<file path="src/design/gdc_pkg.sv">
// ----------------------------------------------------------------------------
// gdc_pkg
// Shared types, constants and calendar helper functions for the Gregorian
// date counter.
// ----------------------------------------------------------------------------
package gdc_pkg;

    localparam int ADD_WIDTH   = 16;
    localparam int YEAR_W      = 14;
    localparam int MONTH_W     = 4;
    localparam int DAY_W       = 5;
    localparam int OP_W        = 2;
    localparam int ACC_W       = ADD_WIDTH + 1;   // day plus added days
    localparam int S_DATA_W    = 40;
    localparam int M_DATA_W    = 32;

    localparam logic [YEAR_W-1:0]  BASE_YEAR  = YEAR_W'(1900);
    localparam logic [YEAR_W-1:0]  MAX_YEAR   = YEAR_W'(9999);
    localparam logic [MONTH_W-1:0] DEC_MONTH  = MONTH_W'(12);
    localparam logic [DAY_W-1:0]   LAST_DAY   = DAY_W'(31);

    // y / 100 for y below 2**14 as (y * 5243) >> 19
    localparam int DIV100_MUL   = 5243;
    localparam int DIV100_SHIFT = 19;

    typedef enum logic [OP_W-1:0] {
        OP_LOAD    = 2'd0,
        OP_ADVANCE = 2'd1,
        OP_COMPARE = 2'd2
    } op_t;

    typedef enum logic [1:0] {
        ST_IDLE,
        ST_LEAP,
        ST_STEP,
        ST_FINISH
    } state_t;

    typedef enum logic [2:0] {
        CMD_NONE,
        CMD_CAPTURE,
        CMD_LEAP,
        CMD_NEXT_MONTH,
        CMD_NEXT_YEAR,
        CMD_SATURATE,
        CMD_COMMIT
    } cmd_t;

    typedef struct packed {
        logic [OP_W-1:0] op;
        logic            fits;     // working day lies within working month
        logic            dec;      // working month is December
        logic            at_max;   // working year is the last one
    } status_t;

    function automatic logic leap_of(input logic [YEAR_W-1:0] y);
        logic [YEAR_W+13:0] prod;
        logic [YEAR_W-1:0]  q;
        logic [YEAR_W-1:0]  r;
        logic [YEAR_W+6:0]  q100;
        prod = (YEAR_W+14)'(y) * (YEAR_W+14)'(DIV100_MUL);
        q    = YEAR_W'(prod >> DIV100_SHIFT);
        q100 = ((YEAR_W+7)'(q) << 6) + ((YEAR_W+7)'(q) << 5) + ((YEAR_W+7)'(q) << 2);
        r    = y - YEAR_W'(q100);
        return ((y[1:0] == 2'd0) && (r != '0)) || ((r == '0) && (q[1:0] == 2'd0));
    endfunction

    function automatic logic [DAY_W-1:0] month_len(input logic [MONTH_W-1:0] m,
                                                   input logic leap);
        logic [DAY_W-1:0] len;
        case (m)
            4'd2:                                   len = leap ? 5'd29 : 5'd28;
            4'd4, 4'd6, 4'd9, 4'd11:                len = 5'd30;
            4'd1, 4'd3, 4'd5, 4'd7, 4'd8, 4'd10, 4'd12: len = 5'd31;
            default:                                len = 5'd0;
        endcase
        return len;
    endfunction

endpackage

</file>
<file path="src/design/gdc_ctrl.sv">
// ----------------------------------------------------------------------------
// gdc_ctrl
// Sequencer for the date counter: takes one word, walks the datapath through
// leap-year lookups and month steps, and hands the result to the output
// register.
// ----------------------------------------------------------------------------
module gdc_ctrl (
    input  logic             aclk,
    input  logic             aresetn,
    input  logic             s_tvalid,
    output logic             s_tready,
    output logic             m_tvalid,
    input  logic             m_tready,
    input  gdc_pkg::status_t status,
    output gdc_pkg::cmd_t    cmd
);

    gdc_pkg::state_t state_reg, state_next;
    logic            out_valid_reg, out_valid_next;
    gdc_pkg::op_t    op;

    assign op       = gdc_pkg::op_t'(status.op);
    assign m_tvalid = out_valid_reg;

    always_ff @(posedge aclk) begin
        if (!aresetn) begin
            state_reg     <= gdc_pkg::ST_IDLE;
            out_valid_reg <= 1'b0;
        end else begin
            state_reg     <= state_next;
            out_valid_reg <= out_valid_next;
        end
    end

    always_comb begin
        state_next     = state_reg;
        out_valid_next = out_valid_reg & ~m_tready;
        cmd            = gdc_pkg::CMD_NONE;
        s_tready       = 1'b0;
        case (state_reg)
            gdc_pkg::ST_IDLE: begin
                s_tready = 1'b1;
                if (s_tvalid) begin
                    cmd = gdc_pkg::CMD_CAPTURE;
                    // status.op is not yet captured: decide after the capture
                    state_next = gdc_pkg::ST_LEAP;
                end
            end
            gdc_pkg::ST_LEAP: begin
                if (op == gdc_pkg::OP_ADVANCE) begin
                    cmd        = gdc_pkg::CMD_LEAP;
                    state_next = gdc_pkg::ST_STEP;
                end else if (op == gdc_pkg::OP_LOAD) begin
                    cmd        = gdc_pkg::CMD_LEAP;
                    state_next = gdc_pkg::ST_FINISH;
                end else begin
                    state_next = gdc_pkg::ST_FINISH;
                end
            end
            gdc_pkg::ST_STEP: begin
                if (status.fits) begin
                    state_next = gdc_pkg::ST_FINISH;
                end else if (!status.dec) begin
                    cmd = gdc_pkg::CMD_NEXT_MONTH;
                end else if (status.at_max) begin
                    cmd        = gdc_pkg::CMD_SATURATE;
                    state_next = gdc_pkg::ST_FINISH;
                end else begin
                    // new year: refresh the leap flag before the next step
                    cmd        = gdc_pkg::CMD_NEXT_YEAR;
                    state_next = gdc_pkg::ST_LEAP;
                end
            end
            gdc_pkg::ST_FINISH: begin
                if (!out_valid_reg || m_tready) begin
                    cmd            = gdc_pkg::CMD_COMMIT;
                    out_valid_next = 1'b1;
                    state_next     = gdc_pkg::ST_IDLE;
                end
            end
            default: begin
                state_next = gdc_pkg::ST_IDLE;
            end
        endcase
    end

endmodule

</file>
<file path="src/design/gdc_dp.sv">
// ----------------------------------------------------------------------------
// gdc_dp
// Datapath for the date counter: stored date, working copy for advances,
// leap-year unit, month-length table and the result register.
// ----------------------------------------------------------------------------
module gdc_dp (
    input  logic                          aclk,
    input  logic                          aresetn,
    input  logic [gdc_pkg::OP_W-1:0]      s_op,
    input  logic [gdc_pkg::YEAR_W-1:0]    s_year,
    input  logic [gdc_pkg::MONTH_W-1:0]   s_month,
    input  logic [gdc_pkg::DAY_W-1:0]     s_day,
    input  logic [gdc_pkg::ADD_WIDTH-1:0] s_days,
    input  gdc_pkg::cmd_t                 cmd,
    output gdc_pkg::status_t              status,
    output logic [gdc_pkg::M_DATA_W-1:0]  m_tdata
);

    logic [gdc_pkg::YEAR_W-1:0]  year_reg, year_next;
    logic [gdc_pkg::MONTH_W-1:0] month_reg, month_next;
    logic [gdc_pkg::DAY_W-1:0]   day_reg, day_next;

    logic [gdc_pkg::OP_W-1:0]    op_reg;
    logic [gdc_pkg::YEAR_W-1:0]  gy_reg;
    logic [gdc_pkg::MONTH_W-1:0] gm_reg;
    logic [gdc_pkg::DAY_W-1:0]   gd_reg;

    logic [gdc_pkg::YEAR_W-1:0]  wy_reg;
    logic [gdc_pkg::MONTH_W-1:0] wm_reg;
    logic [gdc_pkg::ACC_W-1:0]   wd_reg;
    logic                        leap_reg;
    logic                        oor_reg;

    logic [gdc_pkg::YEAR_W-1:0]  out_year_reg;
    logic [gdc_pkg::MONTH_W-1:0] out_month_reg;
    logic [gdc_pkg::DAY_W-1:0]   out_day_reg;
    logic                        out_invalid_reg, out_invalid_next;
    logic                        out_earlier_reg, out_earlier_next;
    logic                        out_oor_reg, out_oor_next;

    logic [gdc_pkg::DAY_W-1:0]   work_len;
    logic [gdc_pkg::DAY_W-1:0]   given_len;
    logic [gdc_pkg::YEAR_W-1:0]  leap_year_sel;
    logic                        load_bad;

    assign work_len  = gdc_pkg::month_len(wm_reg, leap_reg);
    assign given_len = gdc_pkg::month_len(gm_reg, leap_reg);
    assign leap_year_sel = (op_reg == gdc_pkg::OP_LOAD) ? gy_reg : wy_reg;

    assign status.op     = op_reg;
    assign status.fits   = (wd_reg <= gdc_pkg::ACC_W'(work_len));
    assign status.dec    = (wm_reg == gdc_pkg::DEC_MONTH);
    assign status.at_max = (wy_reg >= gdc_pkg::MAX_YEAR);

    assign load_bad = (gy_reg > gdc_pkg::MAX_YEAR) || (given_len == '0) ||
                      (gd_reg == '0) || (gd_reg > given_len);

    // committed date and flags for the finished operation
    always_comb begin
        year_next        = year_reg;
        month_next       = month_reg;
        day_next         = day_reg;
        out_invalid_next = 1'b0;
        out_earlier_next = 1'b0;
        out_oor_next     = 1'b0;
        case (gdc_pkg::op_t'(op_reg))
            gdc_pkg::OP_LOAD: begin
                if (load_bad) begin
                    out_invalid_next = 1'b1;
                end else begin
                    year_next  = gy_reg;
                    month_next = gm_reg;
                    day_next   = gd_reg;
                end
            end
            gdc_pkg::OP_ADVANCE: begin
                year_next    = wy_reg;
                month_next   = wm_reg;
                day_next     = gdc_pkg::DAY_W'(wd_reg);
                out_oor_next = oor_reg;
            end
            gdc_pkg::OP_COMPARE: begin
                if (year_reg != gy_reg) begin
                    out_earlier_next = (year_reg < gy_reg);
                end else if (month_reg != gm_reg) begin
                    out_earlier_next = (month_reg < gm_reg);
                end else begin
                    out_earlier_next = (day_reg < gd_reg);
                end
            end
            default: begin
                out_earlier_next = 1'b0;
            end
        endcase
    end

    always_ff @(posedge aclk) begin
        if (!aresetn) begin
            year_reg  <= gdc_pkg::BASE_YEAR;
            month_reg <= gdc_pkg::MONTH_W'(1);
            day_reg   <= gdc_pkg::DAY_W'(1);
        end else if (cmd == gdc_pkg::CMD_COMMIT) begin
            year_reg  <= year_next;
            month_reg <= month_next;
            day_reg   <= day_next;
        end
    end

    always_ff @(posedge aclk) begin
        case (cmd)
            gdc_pkg::CMD_CAPTURE: begin
                op_reg  <= s_op;
                gy_reg  <= s_year;
                gm_reg  <= s_month;
                gd_reg  <= s_day;
                wy_reg  <= year_reg;
                wm_reg  <= month_reg;
                wd_reg  <= gdc_pkg::ACC_W'(day_reg) + gdc_pkg::ACC_W'(s_days);
                oor_reg <= 1'b0;
            end
            gdc_pkg::CMD_LEAP: begin
                leap_reg <= gdc_pkg::leap_of(leap_year_sel);
            end
            gdc_pkg::CMD_NEXT_MONTH: begin
                wd_reg <= wd_reg - gdc_pkg::ACC_W'(work_len);
                wm_reg <= wm_reg + gdc_pkg::MONTH_W'(1);
            end
            gdc_pkg::CMD_NEXT_YEAR: begin
                wd_reg <= wd_reg - gdc_pkg::ACC_W'(work_len);
                wm_reg <= gdc_pkg::MONTH_W'(1);
                wy_reg <= wy_reg + gdc_pkg::YEAR_W'(1);
            end
            gdc_pkg::CMD_SATURATE: begin
                // hold at the last representable date
                wd_reg  <= gdc_pkg::ACC_W'(gdc_pkg::LAST_DAY);
                oor_reg <= 1'b1;
            end
            gdc_pkg::CMD_COMMIT: begin
                out_year_reg    <= year_next;
                out_month_reg   <= month_next;
                out_day_reg     <= day_next;
                out_invalid_reg <= out_invalid_next;
                out_earlier_reg <= out_earlier_next;
                out_oor_reg     <= out_oor_next;
            end
            default: begin
                leap_reg <= leap_reg;
            end
        endcase
    end

    assign m_tdata = {6'd0, out_oor_reg, out_earlier_reg, out_invalid_reg,
                      out_day_reg, out_month_reg, out_year_reg};

endmodule

</file>
<file path="src/design/gregorian_date_counter.sv">
// ----------------------------------------------------------------------------
// gregorian_date_counter
// Gregorian calendar date register with load, advance-by-days and compare.
// ----------------------------------------------------------------------------
// Usage:
//   One word on the s_ channel carries an operation in s_tuser (load, advance,
//   compare) and a date plus a day count in s_tdata. Every accepted word gives
//   exactly one result word on the m_ channel with the stored date after the
//   operation and the invalid, is_earlier and out_of_range flags.
//   Words are handled one at a time; s_tready is high only while the block is
//   waiting for work.
//   Load and compare pass from capture through the leap-year state to commit.
//   Advance also runs the month-step loop, which subtracts one month length
//   per cycle; each year end crossed sends it back through the leap-year
//   unit to refresh the leap flag.
//   Reset sets the date to 1900-01-01 and empties the result register.
//   A result waits in the output register while m_tready is low; the next
//   word is still taken and worked on, and its result is held back until the
//   previous one has gone.
// ----------------------------------------------------------------------------
module gregorian_date_counter (
    input  logic                         aclk,
    input  logic                         aresetn,
    input  logic                         s_tvalid,
    output logic                         s_tready,
    // given_year[13:0], given_month[17:14], given_day[22:18],
    // days_to_add[38:23], zero pad [39]
    input  logic [gdc_pkg::S_DATA_W-1:0] s_tdata,
    // operation[1:0]
    input  logic [gdc_pkg::OP_W-1:0]     s_tuser,
    output logic                         m_tvalid,
    input  logic                         m_tready,
    // cur_year[13:0], cur_month[17:14], cur_day[22:18], invalid[23],
    // is_earlier[24], out_of_range[25], zero pad [31:26]
    output logic [gdc_pkg::M_DATA_W-1:0] m_tdata
);

    gdc_pkg::cmd_t    cmd;
    gdc_pkg::status_t status;

    gdc_ctrl u_ctrl (
        .aclk     (aclk),
        .aresetn  (aresetn),
        .s_tvalid (s_tvalid),
        .s_tready (s_tready),
        .m_tvalid (m_tvalid),
        .m_tready (m_tready),
        .status   (status),
        .cmd      (cmd)
    );

    gdc_dp u_dp (
        .aclk    (aclk),
        .aresetn (aresetn),
        .s_op    (s_tuser),
        .s_year  (s_tdata[13:0]),
        .s_month (s_tdata[17:14]),
        .s_day   (s_tdata[22:18]),
        .s_days  (s_tdata[38:23]),
        .cmd     (cmd),
        .status  (status),
        .m_tdata (m_tdata)
    );

endmodule
</file>
<file path="config.mk">
export PLATFORM = sky130hd
export DESIGN_NAME = gregorian_date_counter
export DESIGN_NICKNAME = d
export VERILOG_FILES = /design/src/design/gdc_pkg.sv /design/src/design/gdc_ctrl.sv /design/src/design/gdc_dp.sv /design/src/design/gregorian_date_counter.sv
export SDC_FILE = /design/constraint.sdc
export NUM_CORES = 1
export LEC_CHECK = 0
export BUFFER_PORTS_ARGS = -buffer_cell sky130_fd_sc_hd__buf_2
export CORE_UTILIZATION = 25
export DETAILED_ROUTE_END_ITERATION = 10
export SYNTH_ARGS = -nofsm -noshare
export SYNTH_HDL_FRONTEND = slang
export SYNTH_SLANG_ARGS = --single-unit
</file>
<file path="constraint.sdc">
create_clock -name aclk -period 17.2 [get_ports aclk]
set_input_delay 2.58 -clock aclk [delete_from_list [all_inputs] [get_ports aclk]]
set_output_delay 2.58 -clock aclk [all_outputs]
set_load 0.01 [all_outputs]
</file>
==> metrics.md <==
| Metric | Value |
|---|---|
| Status | finished clean |
| Pre-antenna DRT Iters | 6 |
| Root buf cell | clkbuf_16 |
| Total wire length | 28.2 mm |
| Async SR Flop Fraction | 0% |
| Post-CTS setup buffer count | 0 |
| Clock Sinks | 114 |
| Final Hold Viols | 0 |
| Kind of critical path | flip-flop to flip-flop |
| Share of cells above drive strength 1 | 10.7% |
| Die height | 212 um |
| CTS tree | built |
| Seq cells post-synth | 114 |
| Routed Antenna Nets | 0 |
| CP peak stage delay | 0.77 ns |
| Top cells by area, synth | edfxtp_1, ha_1, fa_1 |
| HP Class | flip-flop to flip-flop |
| Synthesized area | 11000 um^2 |
| Area Growth Syn to Fin | 14.0% |
| CP arrival | 10.51 ns |
| F_max | 96.6 MHz |
| FF-to-FF path depth | 34 |
| Final setup TNS | 0 ns |
| Syn Inst Count | 1151 |
| Post-CTS Resized | 0 |
| Gr ovfl total | 0 |
| Multi-input logic area | 7060 um^2 |
| Cts bufs inserted | 17 |
| Final Util | 29.0% |
| Post-synthesis sequential area ratio | 28.6% |
| Slew Limit Fails | 0 |
| Setup crit end kind | flip-flop |
| DR vias | 8491 |
| Worst EP required | 17.36 ns |
| Final setup viols | 0 |
| RSZ-0062 raised after global routing | no |
| Fill cells | 4565 |
| Worst Max-Slew Pin Slew | 1.23 ns |
| CTS Hold Buffers Added | 0 |
| Synthesis warning total | 0 |
| Top-area cell type share of the netlist area | 23.9% |
| Crit-path max FO | 54 |
| Remaining DRCs | 0 |
| Fin crit share | 60.2% |
| PortBufs | 72 |
| CP startpoint kind | flip-flop |
| Nets | 1471 |
| Register Area | 3160 um^2 |
| Fin cells | 1810 |
| Final Instance Area | 12600 um^2 |
| Netlist cell types | 76 |
| Largest net degree at the start of global routing | 55 |
| FF-to-FF End | u_dp.leap_reg |
| Ys flop type | edfxtp_1 |
| Min-delay src | u_ctrl.m_tvalid |
| Clock transition at path regs | 0.06 ns |
| Vias in the first global route | 8661 |
| Setup Skew | 0.0129 ns |
| Number of flops mapped to enable cells by yosys | 88 |
| First-pass GRT wire length | 46.6 mm |
| Slew HR | 18.0% |
| Syn_area_per_cell | 9.60 um^2 |
| Cells after DPL | 1777 |
| Die W | 212 um |
| H-tree depth | 4 |
| Placer Congestion | 0.864 |
| Max cap viols | 0 |
| Max FFs per register | 17 |
| Area of the die | 45000 um^2 |
| Worst r2r src | u_dp.op_reg[1] |
| Total GRT Usage | 13.1% |
| Row cnt | 76 |
| Top cells by count, synth | inv_1, ha_1, nand2_1 |
| Min Tclk post-route | 10.35 ns |
| Number of antenna violations at the first check in global routing | 2 |
| Initial DRC count | 548 |
| Vias/cell | 4.69 |
| R2r setup slk | 6.85 ns |
| Core area | 43400 um^2 |
| Placed inst area | 12000 um^2 |
| I/O Pins | 80 |
| Dpl hpwl | 22.3 mm |
| Buffer levels on the longest clock path | 2 |
| Most numerous cell in the Yosys netlist | inv_1 |
| Clk Latency, worst-skew pair | 0.43 ns |
| Yosys top cell by area | edfxtp_1 |
| WHS Endpoint | u_ctrl.m_tvalid |
| Slowest cell on crit path | nor2_2 |
| Routed WL per cell | 15.6 um |
| Hold depth | 2 |
| Starting Density | 25.5% |
[worst max-delay path: cells and delay by family (launching register included)]
kind            cells  cell delay (ns)
fa+ha+maj           9             3.33
compound gates     12             3.32
simple gates        4             1.19
buf+inv             6             0.82
mux                 1             0.70
flops               1             0.35
xor+xnor            2             0.33
[cell usage in the layout, fill, tap and decap left out, types with 5 or more instances in the layout]
cell type  synthesis  routed
inv_1            162     162
ha_1             155     155
nand2_1           91      91
edfxtp_1          88      88
buf_2              7      72
fa_1              59      59
o21ai_0           53      53
xnor2_1           50      50
nor2_1            37      37
nand4_1           36      36
a21o_1            35      35
a21oi_1           30      30
xor2_1            27      27
dfxtp_1           26      26
a31oi_1           25      25
o21ai_1           18      18
clkbuf_16          0      17
nor3_1            16      16
mux2i_1           15      15
o21bai_1          15      15
o22ai_1           13      13
nor2b_1           11      11
o21a_1            11      11
nand3_1           11      11
nand2b_1          11      11
buf_4             12      11
nor3b_1           10      10
and3_1             9       9
and2_1             7       7
nor4_1             6       6
conb_1             1       6
inv_6              0       5
[metrics by stage]
stage | setup WS, ns | hold slack, ns
2_1_floorplan | 8.71 | 0.498
3_3_place_gp | 6.92 | 0.515
3_5_place_dp | 6.85 | 0.533
4_1_cts | 6.79 | 0.544
5_1_grt | 6.21 | 0.577
6_report | 6.85 | 0.533
[area by class of cell]
cell class / instances / share of cell area [%]
antenna: 1 / 0.0199
clock buffer: 17 / 3.38
clock inverter: 15 / 1.19
inverter: 163 / 4.86
multi-input combinational: 832 / 56.1
sequential: 114 / 25.1
tap: 585 / 5.81
timing repair buffer: 83 / 3.52
[how the worst max path moves through the flow]
| stage | start | to | slack, ns | cells after the start |
|---|---|---|---|---|
| 3_5_place_dp | u_dp.op_reg[1] | u_dp.leap_reg | 6.85 | 34 |
| 6_report | u_dp.op_reg[1] | u_dp.leap_reg | 6.85 | 34 |
| 2_1_floorplan | u_dp.op_reg[1] | u_dp.leap_reg | 8.71 | 34 |
| 3_3_place_gp | u_dp.op_reg[1] | u_dp.leap_reg | 6.92 | 34 |
| 4_1_cts | u_dp.op_reg[1] | u_dp.leap_reg | 6.79 | 34 |
| 5_1_grt | u_dp.op_reg[1] | u_dp.leap_reg | 6.21 | 34 |
[logic make-up (layout without fill, tap and decap cells)]
| kind of cell | Yosys count | after routing | share of synthesized area (%) |
|---|---|---|---|
| mux | 17 | 17 | 1.56 |
| compound gates | 248 | 248 | 15.0 |
| other cells | 1 | 7 | 0.0339 |
| simple gates | 269 | 269 | 12.7 |
| buf+inv | 210 | 278 | 7.62 |
| xor+xnor | 78 | 78 | 6.25 |
| flops | 114 | 114 | 28.6 |
| fa+ha+maj | 214 | 214 | 28.2 |
[per-layer routing]
metal | up-vias | global-route usage, % | share of wire (%) | wire, um
met4 | 2 | 3.37 | 1.5 | 427
met2 | 174 | 22.0 | 48 | 13600
met3 | 30 | 2.19 | 3.7 | 1050
li1 | 4171 | - | - | -
met5 | - | 0 | 0.046 | 13
met1 | 4114 | 17.4 | 47 | 13200
Power is left out: the tool's default activity adds up to more than one toggle a clock period on the data nets, which glitch-free logic cannot reach.
